`src/smau_pkg.sv`:
```
`timescale 1ns / 1ps
// Shared types and codes for the small matrix arithmetic unit.
package smau_pkg;

	typedef enum logic [1:0] {
		OP_ADD   = 2'd0,
		OP_SUB   = 2'd1,
		OP_SCALE = 2'd2,
		OP_MUL   = 2'd3
	} op_mode_t;

	typedef enum logic [1:0] {
		CMD_WR_A  = 2'd0,
		CMD_WR_B  = 2'd1,
		CMD_START = 2'd2
	} cmd_t;

	localparam logic [2:0] REG_OP_MODE      = 3'd0;
	localparam logic [2:0] REG_ROWS_A       = 3'd1;
	localparam logic [2:0] REG_COLS_A       = 3'd2;
	localparam logic [2:0] REG_COLS_B       = 3'd3;
	localparam logic [2:0] REG_SCALE_FACTOR = 3'd4;

	// settings seen by every cell
	typedef struct packed {
		op_mode_t    mode;
		logic [3:0]  ca;
		logic [31:0] scale;
	} cfg_t;

	// element write broadcast along the chain
	typedef struct packed {
		logic        a_en;
		logic        b_en;
		logic [2:0]  row;
		logic [2:0]  col;
		logic [31:0] data;
	} wr_t;

	// one result element travelling through the cells
	typedef struct packed {
		logic        valid;
		logic        last;
		logic [2:0]  row;
		logic [2:0]  col;
		logic [31:0] acc;
		logic [31:0] prod;
	} tok_t;

endpackage

```
`src/smau_seq.sv`:
```
`timescale 1ns / 1ps
// Issue sequencer: walks the result shape in row-major order and feeds the cell chain.
module smau_seq (
	input  logic          clk,
	input  logic          arst_n,
	input  logic          adv,
	input  logic          start,
	input  logic          done,
	input  logic [3:0]    ra,
	input  logic [3:0]    oc,
	output smau_pkg::tok_t tok,
	output logic          busy
);
	import smau_pkg::*;

	logic       issuing_q;
	logic       busy_q;
	logic [2:0] i_q;
	logic [2:0] j_q;
	logic       row_end;
	logic       col_end;

	assign col_end = ({1'b0, j_q} == oc - 4'd1);
	assign row_end = ({1'b0, i_q} == ra - 4'd1);

	always_ff @(posedge clk or negedge arst_n) begin
		if (!arst_n) begin
			issuing_q <= 1'b0;
			busy_q    <= 1'b0;
			i_q       <= '0;
			j_q       <= '0;
		end else begin
			if (start) begin
				issuing_q <= 1'b1;
				busy_q    <= 1'b1;
				i_q       <= '0;
				j_q       <= '0;
			end else begin
				if (done) begin
					busy_q <= 1'b0;
				end
				if (adv && issuing_q) begin
					if (col_end) begin
						j_q <= '0;
						if (row_end) begin
							issuing_q <= 1'b0;
						end else begin
							i_q <= i_q + 3'd1;
						end
					end else begin
						j_q <= j_q + 3'd1;
					end
				end
			end
		end
	end

	assign tok  = '{valid: issuing_q, last: row_end && col_end, row: i_q, col: j_q,
		acc: 32'd0, prod: 32'd0};
	assign busy = busy_q;

endmodule

```
`config.mk`:
```
export PLATFORM = sky130hd
export DESIGN_NAME = smau_seq
export DESIGN_NICKNAME = d
export VERILOG_FILES = /design/src/smau_pkg.sv /design/src/smau_seq.sv
export SDC_FILE = /design/constraint.sdc
export NUM_CORES = 1
export LEC_CHECK = 0
export BUFFER_PORTS_ARGS = -buffer_cell sky130_fd_sc_hd__buf_2
export CORE_UTILIZATION = 40
export CTS_CLUSTER_DIAMETER = 200
export DETAILED_ROUTE_END_ITERATION = 7
export PLACE_DENSITY = 0.81
export SLEW_MARGIN = 20
export SYNTH_ARGS = -nofsm -noshare
export SYNTH_HDL_FRONTEND = slang
export SYNTH_SLANG_ARGS = --single-unit
```
`constraint.sdc`:
```
create_clock -name clk -period 1.8 [get_ports clk]
set_input_delay 0.09 -clock clk [delete_from_list [all_inputs] [get_ports clk]]
set_output_delay 0.09 -clock clk [all_outputs]
set_load 0.05 [all_outputs]
```
Word-level counts from Yosys, hierarchy flattened. Index checks and enable logic that the tools add are counted.

Register bits: 8. Output and inout port bits: 73.

Equality and inequality tests: 3. Muxes and demuxes: 13. Add/sub/neg operators: 4. Reduce and logical (&&, ||, !) cells: 8.

Operators by type and width (count): two-way mux 3 bit (7); equality test 3 x 4 -> 1 bit (2); nonzero test 2 bit (4); subtractor 4 x 1 -> 4 bit, second input constant (2); adder 3 x 1 -> 3 bit, second input constant (2); two-way mux 1 bit (6); AND reduction 3 bit (2); logical AND 1 bit (2); inequality test 2 bit, second input constant (1).

Longest topological paths before layout.
Depth in word-level cells: 6. Mapped depth: 7. Depth with buffers taken out: 7.

Least setup slack after synthesis. OpenSTA, ideal clock, no wires.

Path type: reg-to-reg. From: register i_q[0]. To: register issuing_q. Stages on the path, launching flop included: 5. Buffers on the path: 0. Setup slack: -225 ps. Data arrival time: 1881 ps. Period minus slack after synthesis: 2025 ps. Cell sequence: dfrtp_1 -> xnor2_1 -> nor4_4 -> o2111a_1 -> a31oi_1.

Cells in the longest elaborated chain, start to end: 3.

Ends and longest elaborated chain: start: declaration (RTL line smau_seq.sv:18) `logic [2:0] i_q;`; start signal: assignment (RTL line smau_seq.sv:48) `i_q <= i_q + 3'd1;`; equality test 3 x 4 -> 1 bit (RTL line smau_seq.sv:24) `assign row_end = ({1'b0, i_q} == ra - 4'd1);`; nonzero test 2 bit (no source line); AND reduction 3 bit (no source line); end signal: assignment (RTL line smau_seq.sv:28) `issuing_q <= 1'b0;`; end signal: assignment (RTL line smau_seq.sv:34) `issuing_q <= 1'b1;`; end signal: assignment (RTL line smau_seq.sv:46) `issuing_q <= 1'b0;`; end: declaration (RTL line smau_seq.sv:16) `logic issuing_q;`.

No other way between the ends. A chain may end at the register's enable or synchronous reset.

Worst setup path after layout.
From: register j_q[2]. To: register i_q[2].

Cells in the longest elaborated chain, start to end: 3.

Ends and longest elaborated chain: start: declaration (RTL line smau_seq.sv:19) `logic [2:0] j_q;`; start signal: assignment (RTL line smau_seq.sv:51) `j_q <= j_q + 3'd1;`; equality test 3 x 4 -> 1 bit (RTL line smau_seq.sv:23) `assign col_end = ({1'b0, j_q} == oc - 4'd1);`; nonzero test 2 bit (no source line); AND reduction 3 bit (no source line).

No other way between the ends.

==> run summary <==
SYNTH
----------------------------------------------------------------------------------
Average footprint of a synthesized cell                                  8.51 um^2
Synth Instances                                                                129
Unique cell type count in the Yosys netlist                                     25
Warnings from Yosys                                                              0
Synth Register Bits                                                              8
Post-Syn Area                                                            1100 um^2
Complex-gate fraction of the synthesized area                               0.0684
Fraction of synthesized cell area in xor and xnor cells                     0.0639
Area share of and/or/nand/nor cells after synthesis                          0.135
Fraction of the mapped netlist area in adder cells                          0.0456
Mux contribution to synthesized area                                        0.0296
Largest family of logic cells by synthesized area                     buffers and inverters
Sequential share of the synthesized area                                     0.182

SETUP PATH
----------------------------------------------------------------------------------
Data required time at the worst endpoint                                   1940 ps
Beginning of the worst register-to-register path                      j_q[2]$_DFFE_PN0P_
Worst-path maximum fanout                                                        5
Crit path kind                                                        register to register
Setup crit start kind                                                     register
CP startpoint                                                         j_q[2]$_DFFE_PN0P_
Critical path capture point type                                          register
Data arrival time of the critical path                                     1870 ps

PWR
----------------------------------------------------------------------------------
Static leakage                                                            0.616 nW
Maximum vdd ir drop                                                       0.312 mV
P per Cell Area                                                        713 nW/um^2

GLOBAL ROUTE
----------------------------------------------------------------------------------
Number of antenna violations at the first check in global routing                0
Vias in the first global route                                                 466
First-pass GRT wire length                                                 1.99 mm
Congestion Overflow GR                                                           0
Pin count of the biggest net entering global routing                            10
Global-route total usage across every layer                                 0.0960

CTS
----------------------------------------------------------------------------------
CTS tree                                                                      done
Clock latency on the worst-skew pair                                        260 ps
Buffers from clock root to sink, at most                                         2
H-Tree Depth                                                                     1
CTS clock-pin slew for the worst setup and hold paths                        60 ps
Root buf cell                                                         sky130_fd_sc_hd__clkbuf_4
Number of buffers created by CTS                                                 3
Sink Count                                                                       8

TIMING
----------------------------------------------------------------------------------
Count of endpoints failing hold in the final timing report                       0
Total of endpoints with negative setup slack in the final report                 0
Max Slew Vio Count                                                               0
RSZ-0062 raised after global routing                                          true
Fin Clk Skew                                                               5.70 ps
Fraction of the cycle the final worst path needs                             0.959
Max Clock Freq                                                             579 MHz
Min Clock Period, post-route                                               1730 ps
Aggregate negative setup slack                                                0 ps

JOB
----------------------------------------------------------------------------------
Max-cap check violation count                                                    0

ROUTE
----------------------------------------------------------------------------------
Vias per Instance                                                             3.68
Final WL                                                                   1.52 mm
Remaining number of nets flagged by the antenna check after routing              0
Vias                                                                           681
Total iterations of the first detailed-routing run                               2
DRC violations left                                                              0
DR WL/cell                                                                 8.24 um
Initial DRC count                                                                3

FLOORPLANNING
----------------------------------------------------------------------------------
Area of the die                                                          2960 um^2
Initial core utilization                                                     0.431
Total I/O pin count                                                             86
Row count                                                                       18
Core Box Area                                                            2540 um^2
Die Wd                                                                     54.4 um
Die Height                                                                 54.4 um

HOLD PATH
----------------------------------------------------------------------------------
Path category of the worst min-delay check                            primary input to register
Launch instance of the worst min-delay path                                   done

FINAL LAYOUT
----------------------------------------------------------------------------------
Final Cell Area                                                          1080 um^2
Total number of nets in the final design                                       173
Ant diodes                                                                       0
P&R area growth vs syn                                                      -1.14%
Filler cell count                                                              263
Share of post-route cells with drive strength above 1                        0.252

PLACEMENT
----------------------------------------------------------------------------------
Gpl congestion                                                               0.788
Total placed instance area                                                997 um^2
IO buf count                                                                    21
Detailed placer's ending HPWL                                              1.27 mm

OUTCOME
----------------------------------------------------------------------------------
Outcome                                                               finished clean

-- layout make-up --
| type | instances | area, um^2 | area share |
|---|---|---|---|
| sequential | 8 | 204 | 0.188 |
| inverter | 7 | 26.3 | 0.0242 |
| timing repair buffer | 25 | 140 | 0.129 |
| clock buffer | 4 | 26.3 | 0.0242 |
| multi-input combinational | 111 | 651 | 0.600 |
| tap | 30 | 37.5 | 0.0346 |
-- kinds of logic (layout without fill, tap and decap cells) --
| kind of cell | Yosys count | in the layout |
|---|---|---|
| and+or+nand+nor | 22 | 22 |
| muxes | 3 | 3 |
| adders and majority gates | 4 | 4 |
| xor gates and xnor gates | 8 | 8 |
| buffers and inverters | 73 | 36 |
| DFF | 8 | 8 |
| other | 1 | 64 |
| AOI/OAI and AO/OA | 10 | 10 |
-- cells in the mapped netlist --
cell | number | area, um^2
sky130_fd_sc_hd__o211a_1 | 1 | 10.0
sky130_fd_sc_hd__nor4_4 | 1 | 21.3
sky130_fd_sc_hd__o2111a_1 | 1 | 11.3
sky130_fd_sc_hd__clkbuf_1 | 1 | 3.75
sky130_fd_sc_hd__nand4_1 | 1 | 6.26
sky130_fd_sc_hd__ha_1 | 4 | 50.1
sky130_fd_sc_hd__nor3b_1 | 2 | 15.0
sky130_fd_sc_hd__nor4b_2 | 1 | 15.0
sky130_fd_sc_hd__buf_4 | 65 | 488
sky130_fd_sc_hd__nor2_1 | 4 | 15.0
sky130_fd_sc_hd__xnor2_1 | 5 | 43.8
sky130_fd_sc_hd__nor2b_1 | 3 | 18.8
sky130_fd_sc_hd__a21oi_1 | 3 | 15.0
sky130_fd_sc_hd__dfrtp_1 | 8 | 200
sky130_fd_sc_hd__o21ai_0 | 2 | 10.0
sky130_fd_sc_hd__o21ba_2 | 1 | 10.0
sky130_fd_sc_hd__nor3_2 | 3 | 30.0
sky130_fd_sc_hd__a31oi_1 | 1 | 6.26
sky130_fd_sc_hd__mux2_1 | 2 | 22.5
sky130_fd_sc_hd__inv_1 | 7 | 26.3
sky130_fd_sc_hd__xor2_1 | 3 | 26.3
sky130_fd_sc_hd__o211ai_2 | 1 | 12.5
sky130_fd_sc_hd__nand2_1 | 7 | 26.3
sky130_fd_sc_hd__conb_1 | 1 | 3.75
sky130_fd_sc_hd__mux2i_1 | 1 | 10.0
-- worst max-delay path, stage by stage, from the launching register on --
cell and delay [ps]:
sky130_fd_sc_hd__dfrtp_2 440, sky130_fd_sc_hd__xnor2_4 180, sky130_fd_sc_hd__o211a_1 230, sky130_fd_sc_hd__o211ai_4 110, sky130_fd_sc_hd__nor4b_2 300, sky130_fd_sc_hd__mux2_1 350
-- worst paths after layout --
path | endpoint | slack (ps) | depth (start not counted)
worst max-delay path | i_q[2]$_DFFE_PN0P_ | 70 | 5
worst min-delay path | busy$_DFFE_PN0P_ | 30 | 2
worst max register to register | i_q[2]$_DFFE_PN0P_ | 70 | 5
worst min register to register | busy$_DFFE_PN0P_ | 540 | 2
max in group asynchronous | j_q[2]$_DFFE_PN0P_ | 1400 | 2
min in group asynchronous | i_q[1]$_DFFE_PN0P_ | 200 | 2
-- routing by layer --
metal	track usage	vias up	part of all wire
met2	0.173	40	0.53
li1	-	334	-
met3	0.0250	0	0.077
met1	0.106	307	0.39
met5	0	-	0
met4	0.0385	0	0
-- report_power, final --
group | total, mW | switching, mW | internal [mW]
registers | 0.195 | 0.00804 | 0.186
logic | 0.426 | 0.374 | 0.0520
clock network | 0.153 | 0.0678 | 0.0852
total | 0.773 | 0.450 | 0.324
-- cells in the final DEF (no fill, tap or decap), types with 4 or more instances in the layout --
cell type	count
sky130_fd_sc_hd__nand2_1	7
sky130_fd_sc_hd__ha_1	4
sky130_fd_sc_hd__xnor2_1	4
sky130_fd_sc_hd__inv_1	7
sky130_fd_sc_hd__buf_2	20
sky130_fd_sc_hd__buf_4	4
sky130_fd_sc_hd__nor2_1	4
sky130_fd_sc_hd__conb_1	64
sky130_fd_sc_hd__dfrtp_1	5
-- metrics by stage --
stage / worst slack, ps / utilization / power (mW) / hold WS [ps] / cells
floorplan: -4.63 / - / 0.679 / -206 / 192
global placement: 52.3 / 0.392 / 0.604 / -54.5 / 177
detailed placement: 22.6 / 0.392 / 0.607 / -50.2 / 177
CTS: 48.6 / 0.410 / 0.768 / 28.4 / 183
global route: -19.7 / 0.426 / 0.812 / 33.4 / 185
finish: 73.6 / 0.426 / 0.773 / 30.0 / 185
-- registers in the layout, summed over array words and instances (netlist names) --
name,flops
i_q,3
j_q,3
busy,1
issuing_q,1
-- what timing repair did --
action / in CTS / in global routing
buffers inserted: 1 / 2
resized for setup: 1 / 3
hold buffers: 1 / 0
pin swaps: 1 / 3
setup endpoints to repair: 1 / 2
endpoints found under the hold margin: 8 / 0
Note: power is estimated with default switching activity, not from simulation.
