File: config.mk
export PLATFORM = sky130hd
export DESIGN_NAME = smau_cell
export DESIGN_NICKNAME = d
export VERILOG_FILES = /design/src/smau_pkg.sv /design/src/smau_cell.sv
export SDC_FILE = /design/constraint.sdc
export NUM_CORES = 2
export LEC_CHECK = 0
export BUFFER_PORTS_ARGS = -buffer_cell sky130_fd_sc_hd__buf_4
export CAP_MARGIN = 20
export CORE_ASPECT_RATIO = 1.75
export CORE_UTILIZATION = 65
export CTS_BUF_LIST = sky130_fd_sc_hd__clkbuf_16
export DETAILED_ROUTE_END_ITERATION = 12
export HOLD_SLACK_MARGIN = 0.15
export PLACE_DENSITY = 0.91
export SYNTH_ARGS = -nofsm -noshare
export SYNTH_HDL_FRONTEND = slang
export SYNTH_SLANG_ARGS = --single-unit
File: constraint.sdc
create_clock -name clk -period 22.7 [get_ports clk]
set_input_delay 4.54 -clock clk [delete_from_list [all_inputs] [get_ports clk]]
set_output_delay 4.54 -clock clk [all_outputs]
set_load 0.03 [all_outputs]
File: src/smau_pkg.sv
`timescale 1ns / 1ps
// Shared types and codes for the small matrix arithmetic unit.
package smau_pkg;

	typedef enum logic [1:0] {
		OP_ADD   = 2'd0,
		OP_SUB   = 2'd1,
		OP_SCALE = 2'd2,
		OP_MUL   = 2'd3
	} op_mode_t;

	typedef enum logic [1:0] {
		CMD_WR_A  = 2'd0,
		CMD_WR_B  = 2'd1,
		CMD_START = 2'd2
	} cmd_t;

	localparam logic [2:0] REG_OP_MODE      = 3'd0;
	localparam logic [2:0] REG_ROWS_A       = 3'd1;
	localparam logic [2:0] REG_COLS_A       = 3'd2;
	localparam logic [2:0] REG_COLS_B       = 3'd3;
	localparam logic [2:0] REG_SCALE_FACTOR = 3'd4;

	// settings seen by every cell
	typedef struct packed {
		op_mode_t    mode;
		logic [3:0]  ca;
		logic [31:0] scale;
	} cfg_t;

	// element write broadcast along the chain
	typedef struct packed {
		logic        a_en;
		logic        b_en;
		logic [2:0]  row;
		logic [2:0]  col;
		logic [31:0] data;
	} wr_t;

	// one result element travelling through the cells
	typedef struct packed {
		logic        valid;
		logic        last;
		logic [2:0]  row;
		logic [2:0]  col;
		logic [31:0] acc;
		logic [31:0] prod;
	} tok_t;

endpackage

File: src/smau_cell.sv
`timescale 1ns / 1ps
// One chain cell: holds column K of A and row K of B, adds its term to the passing element.
module smau_cell #(
	parameter int MAX_DIM = 8,
	parameter int K       = 0
) (
	input  logic          clk,
	input  logic          arst_n,
	input  logic          adv,
	input  smau_pkg::cfg_t cfg,
	input  smau_pkg::wr_t  wr,
	input  smau_pkg::tok_t tok_in,
	output smau_pkg::tok_t tok_out
);
	import smau_pkg::*;

	localparam int         IW   = (MAX_DIM > 1) ? $clog2(MAX_DIM) : 1;
	localparam logic [2:0] KSEL = 3'(K);
	localparam logic [3:0] KDIM = 4'(K);

	logic [31:0] a_col_q [MAX_DIM];
	logic [31:0] b_row_q [MAX_DIM];

	logic        valid_q;
	logic        last_q;
	logic [2:0]  row_q;
	logic [2:0]  col_q;
	logic [31:0] acc_q;
	logic [31:0] prod_q;

	logic [31:0] a_v;
	logic [31:0] b_v;
	logic [31:0] mul_y;
	logic [31:0] mul_p;
	logic [31:0] a_term;
	logic [31:0] b_term;
	logic [31:0] prod_d;

	always_ff @(posedge clk or negedge arst_n) begin
		if (!arst_n) begin
			for (int n = 0; n < MAX_DIM; n++) begin
				a_col_q[n] <= '0;
				b_row_q[n] <= '0;
			end
		end else begin
			if (wr.a_en && wr.col == KSEL) begin
				a_col_q[wr.row[IW-1:0]] <= wr.data;
			end
			if (wr.b_en && wr.row == KSEL) begin
				b_row_q[wr.col[IW-1:0]] <= wr.data;
			end
		end
	end

	always_comb begin
		a_v    = a_col_q[tok_in.row[IW-1:0]];
		b_v    = b_row_q[tok_in.col[IW-1:0]];
		mul_y  = (cfg.mode == OP_MUL) ? b_v : cfg.scale;
		mul_p  = a_v * mul_y;
		a_term = (tok_in.col == KSEL) ? a_v : '0;
		b_term = '0;
		if (tok_in.row == KSEL) begin
			b_term = (cfg.mode == OP_SUB) ? 32'(32'd0 - b_v) : b_v;
		end
		case (cfg.mode)
			OP_MUL:   prod_d = (KDIM < cfg.ca) ? mul_p : '0;
			OP_SCALE: prod_d = (tok_in.col == KSEL) ? mul_p : '0;
			default:  prod_d = a_term + b_term;
		endcase
	end

	always_ff @(posedge clk or negedge arst_n) begin
		if (!arst_n) begin
			valid_q <= 1'b0;
		end else if (adv) begin
			valid_q <= tok_in.valid;
		end
	end

	always_ff @(posedge clk) begin
		if (adv) begin
			last_q <= tok_in.last;
			row_q  <= tok_in.row;
			col_q  <= tok_in.col;
			acc_q  <= tok_in.acc + tok_in.prod;
			prod_q <= prod_d;
		end
	end

	assign tok_out = '{valid: valid_q, last: last_q, row: row_q, col: col_q,
		acc: acc_q, prod: prod_q};

endmodule

# After elaboration in Yosys (flattened, before gate mapping)
# Cells that the tools add are included.
# op_classes
muxes	19
n_addsub	3
reduce_logical	8
n_lt_le_gt_ge	7
n_eq_ne	3
bitwise	4
n_mul	1
# ops
op	n
bitwise mux 256 bit	2
2-to-1 mux 32 bit	12
binary-select mux 32 bit (select 3 bit)	2
demux 32 bit (select 3 bit)	2
adder 32 bit	2
one-hot mux 32 bit (2 select lines)	1
multiplier 32 x 32 -> 32 bit	1
subtractor 1 x 32 -> 32 bit (first input constant)	1
greater-or-equal comparator 4 bit (second input constant)	4
inverter 3 -> 4 bit	4
logical NOT 3 bit	4
less-than comparator 4 x 1 -> 1 bit (second input constant)	2
equality test 2 bit (second input constant)	2
logical AND 1 bit	4
less-than comparator 1 x 4 -> 1 bit (first input constant)	1
equality test 2 x 1 -> 1 bit (second input constant)	1
# word_totals
elab_cells	67
regBits	584
output_inout_bits	72

# Depth between registers and ports, before layout
# depth
word_depth	9
mapped_depth	36
ltp_nobuf	30

# Worst setup path after synthesis
# No wires, ideal clock.
# synth_path
path_kind	in2reg
start	input tok_in[69] in the netlist's numbering
end	register prod_q[30], data pin
stages	30
setup_ps	259
n_path_buf	6
slack_ps	9658
arrival_time_ps	12784
cell_sequence	buf_2 -> buf_4 -> buf_2 -> buf_1 -> buf_1 -> mux2i_1 -> clkbuf_1 -> nor2_1 -> fa_1 -> inv_1 -> fa_1 -> inv_1 -> fa_1 -> inv_1 -> fa_1 -> inv_1 -> fa_1 -> fa_1 -> fa_1 -> fa_1 -> ha_1 -> a21o_1 -> a21oi_1 -> o21bai_1 -> a21o_1 -> a21o_1 -> a2111oi_0 -> o31ai_1 -> a21o_1 -> a211o_1
# synth_between
elab_chain_len	7
elab_cells_between_ends	12
# synth_lines
element	line_no	source
from (decl)	smau_cell.sv:12	input smau_pkg::tok_t tok_in,
inverter 3 -> 4 bit (not written as such)	smau_cell.sv:56	a_v = a_col_q[tok_in.row[IW-1:0]];
binary-select mux 32 bit (select 3 bit)	smau_cell.sv:56	
2-to-1 mux 32 bit (not written as such) (2 in series)	smau_cell.sv:56	
multiplier 32 x 32 -> 32 bit / 2-to-1 mux 32 bit (equally long branches)	smau_cell.sv:59, smau_cell.sv:60	
2-to-1 mux 32 bit, or another cell as far along	smau_cell.sv:67	OP_SCALE: prod_d = (tok_in.col == KSEL) ? mul_p : '0;
one-hot mux 32 bit (2 select lines) (*)	smau_cell.sv:65	case (cfg.mode)
named net prod_d[30]	smau_cell.sv:37	logic [31:0] prod_d;
to (signal assigned)	smau_cell.sv:86	prod_q <= prod_d;
to (decl)	smau_cell.sv:29	logic [31:0] prod_q;
# The timed path passes the listed nets; every way through them passes the cells marked *. The select of a mux whose other input is x is not followed.
# A chain may end at the register's enable or synchronous reset.

# Worst setup path after layout
# layout_path
start	input tok_in[64] in the netlist's numbering
end	register prod_q[31], data pin
# layout_between
elab_chain_len	9
elab_cells_between_ends	15
# layout_lines
element	line_no
parallel branches: the longest is 8 deep, another holds multiplier 32 x 32 -> 32 bit	-
one-hot mux 32 bit (2 select lines) (*)	smau_cell.sv:65
named net prod_d[31]	smau_cell.sv:37
# Mark *: on every way through the listed nets, which the timed path passes. The select of a mux whose other input is x is not followed.

==> impl_metrics.py <==
metrics = {
    "cells_and_area": {
        "postLayoutCoreUtil": 0.719,
        "syn_to_final_growth_pct": 9.40,
        "mostFrequentLayoutCells": "mux2_2 (534), dfrtp_1 (513), nor2_1 (470)",
        "drive_gt1_frac": 0.267,
        "fin_nets": 4859,
        "nFillCells": 4589,
        "layout_commonest_cell": "mux2_2",
    },
    "power": {
        "p_leak_nw": 24.0,
        "p_sw_frac": 0.509,
        "power.density_nw_per_um2": 146,
        "p_clk_frac": 0.125,
        "p_int_mw": 3.59,
        "switchingPower_mw": 3.72,
        "seq_power_share": 0.184,
        "vdd_drop_max_mv": 0.310,
        "p_comb_frac": 0.691,
    },
    "drt": {
        "drt_iter0_drc": 3103,
        "dr_total_vias": 33700,
        "first_pass_iters": 8,
        "via_per_inst": 6.65,
        "wl_per_cell_um": 29.1,
        "totalWireLength_um": 147000,
        "drc_errors": 0,
        "detail-route-antenna-nets": 0,
    },
    "global_routing": {
        "antenna_found_initial": 1,
        "busiest_layer": "met2",
        "met1_usage": 0.460,
        "grt_use_total": 0.425,
        "use_met2": 0.693,
        "grt_pass1_wl_um": 222000,
        "gr-usage-met3": 0.109,
        "grt_pass1_vias": 36600,
        "grt_overflow": 0,
        "grt_max_degree": 94,
    },
    "worst_setup_path": {
        "critPathLaunchType": "input port",
        "crit_top_cell": "fa_1",
        "required_ps": 23080,
        "crit_fanout": 33,
        "crit_family": "adder cells",
        "path_buf_inv": 8,
        "worst-setup-path-type": "in -> reg",
        "critPathArrivalTime_ps": 14490,
        "crit_path_top_delay_cell": "o21a_1",
        "end_kind": "flop",
        "crit_path_max_incr_delay_ps": 780,
    },
    "cts": {
        "cts_root_buffer": "clkbuf_16",
        "post_cts_buffers": 0,
        "cts_hold_buf": 0,
        "cts_buffers": 52,
        "cts_sinks": 584,
        "cts_tree": "done",
        "clk_path_buf_depth": 3,
        "h-tree-depth": 2,
        "post_cts_resized": 0,
        "clk_pin_slew_ps": 80,
        "clk_latency_ps": 660,
    },
    "worst_hold_path": {
        "hp-class": "reg -> reg",
    },
    "floorplan": {
        "die_y_um": 353,
        "core_area_um2": 69500,
        "initial_core_util": 0.657,
        "placementRows": 128,
        "die_area_um2": 71400,
        "io_pins": 225,
        "die_w_um": 202,
    },
    "sta": {
        "max_freq_mhz": 70.9,
        "fin_worst_skew_ps": 42.4,
        "relSlewSlack": 0.196,
        "min_period_ps": 14110,
        "finalHoldViolations": 0,
        "rsz0062_at_grt": "false",
        "final.period_utilization": 0.621,
        "setup_tns_ps": 0,
        "slew_violations": 0,
        "setup_viol": 0,
        "tightest_slew_ps": 1170,
    },
    "logic_synthesis": {
        "avgSynthCellArea_um2": 11.5,
        "synth_compound_area_frac": 0.0519,
        "synth-async-reset-ratio": 0.878,
        "synth_mux_area_frac": 0.212,
        "syn-num-nets": 4724,
        "ys.flop_type": "dfrtp_1",
        "yosysWarnings": 0,
        "yosys.area_share.adder": 0.231,
        "yosys.area.top_type": "dfrtp_1",
        "netlist.area_leader.share": 0.281,
        "synth_top_family_by_area": "adder cells",
        "syn_area_um2": 45700,
        "netlist_top_cells_area": "dfrtp_1 (28%), fa_1 (18%), mux2_2 (13%), ha_1 (5.1%), mux4_2 (5.1%)",
        "syn_inst": 3975,
        "ys_seq_elements": 584,
        "synth_edf_count": 71,
        "synthSimpleGateAreaFrac": 0.0885,
        "ys_seq_area_frac": 0.328,
        "synth-xor-area-share": 0.0307,
        "yosys.cell_types.count": 86,
    },
    "place": {
        "dp_hpwl_um": 102000,
        "io_buffers": 224,
        "gp_congestion": 1.02,
    },
    "job": {
        "cap_violations": 0,
    },
    "status": {
        "status": "finished clean",
    },
}
power by group through the flow:
stage | clock, mW | combinational, mW | sequential, mW
after detailed placement | 0 | 4.49 | 1.36
after CTS | 0.912 | 4.53 | 1.34
after global routing | 0.950 | 5.26 | 1.36
final | 0.914 | 5.05 | 1.35
after floorplan | 0 | 2.83 | 1.39
after global placement | 0 | 4.39 | 1.34
sequential cells by signal, indices dropped and copies added (netlist names):
register	cells
a_col_q	256
row_q	3
acc_q	32
b_row_q	256
prod_q	32
col_q	3
last_q	1
valid_q	1
synth_stat cells, types with 19 or more instances:
| cell | number |
|---|---|
| mux2i_1 | 69 |
| a21oi_1 | 103 |
| dfrtp_1 | 513 |
| nor2_1 | 472 |
| nand2b_1 | 63 |
| buf_1 | 19 |
| fa_1 | 410 |
| ha_1 | 186 |
| edfxtp_1 | 71 |
| a21o_1 | 51 |
| clkbuf_1 | 151 |
| o21a_1 | 29 |
| mux2_2 | 534 |
| xor2_1 | 49 |
| o21ai_0 | 44 |
| nand2_1 | 177 |
| or2_2 | 35 |
| nand3_1 | 23 |
| nor3_1 | 28 |
| inv_1 | 428 |
| xnor2_1 | 92 |
| buf_2 | 23 |
| and3_1 | 24 |
| mux4_2 | 103 |
worst paths after layout:
kind	cells past startpoint	endpoint	slack, ps	start
max	30	prod_q[31]$_DFFE_PP_	8590	tok_in[64]
min	1	b_row_q[80]$_DFFE_PN0P_	500	b_row_q[80]$_DFFE_PN0P_
max reg2reg	28	prod_q[31]$_DFFE_PP_	13250	b_row_q[205]$_DFFE_PN0P_
min reg2reg	1	b_row_q[80]$_DFFE_PN0P_	500	b_row_q[80]$_DFFE_PN0P_
max in group asynchronous	4	a_col_q[233]$_DFFE_PN0P_	16650	arst_n
min in group asynchronous	1	a_col_q[190]$_DFFE_PN0P_	3890	arst_n
kinds of logic after synthesis:
family | after synthesis
AOI/OAI and AO/OA | 356
xor gates and xnor gates | 149
muxes | 736
and+or+nand+nor | 907
buffers and inverters | 647
adders and majority gates | 596
DFF | 584
metrics by stage:
step / std cells / area (µm²) / hold slack [ps] / power (mW) / setup slack (ps)
after CTS: 5053 / 49800 / 505 / 6.79 / 9010
after floorplan: 3975 / 45700 / 470 / 4.22 / 9660
after global routing: 5061 / 50000 / 514 / 7.57 / 8400
final: 5063 / 50000 / 502 / 7.31 / 8590
after global placement: 4958 / 48100 / 479 / 5.73 / 8460
after detailed placement: 4958 / 48100 / 488 / 5.85 / 8340
per-layer routing:
metal | up-vias | part of all wire
met5 | - | 0.00012
li1 | 13600 | -
met2 | 2180 | 0.49
met1 | 17100 | 0.31
met3 | 781 | 0.099
met4 | 2 | 0.10
final cells by class:
class | count | area, µm² | share of cell area
well taps | 910 | 1140 | 0.0228
clock buffers | 53 | 1330 | 0.0265
repair buffers | 299 | 2340 | 0.0469
diodes | 2 | 5.00 | 0.000100
multi-input cells | 2744 | 28200 | 0.564
flip-flops and latches | 584 | 15000 | 0.300
clock inverters | 42 | 390 | 0.00781
inverters | 429 | 1610 | 0.0323
Power figures use the tool's default switching activity.
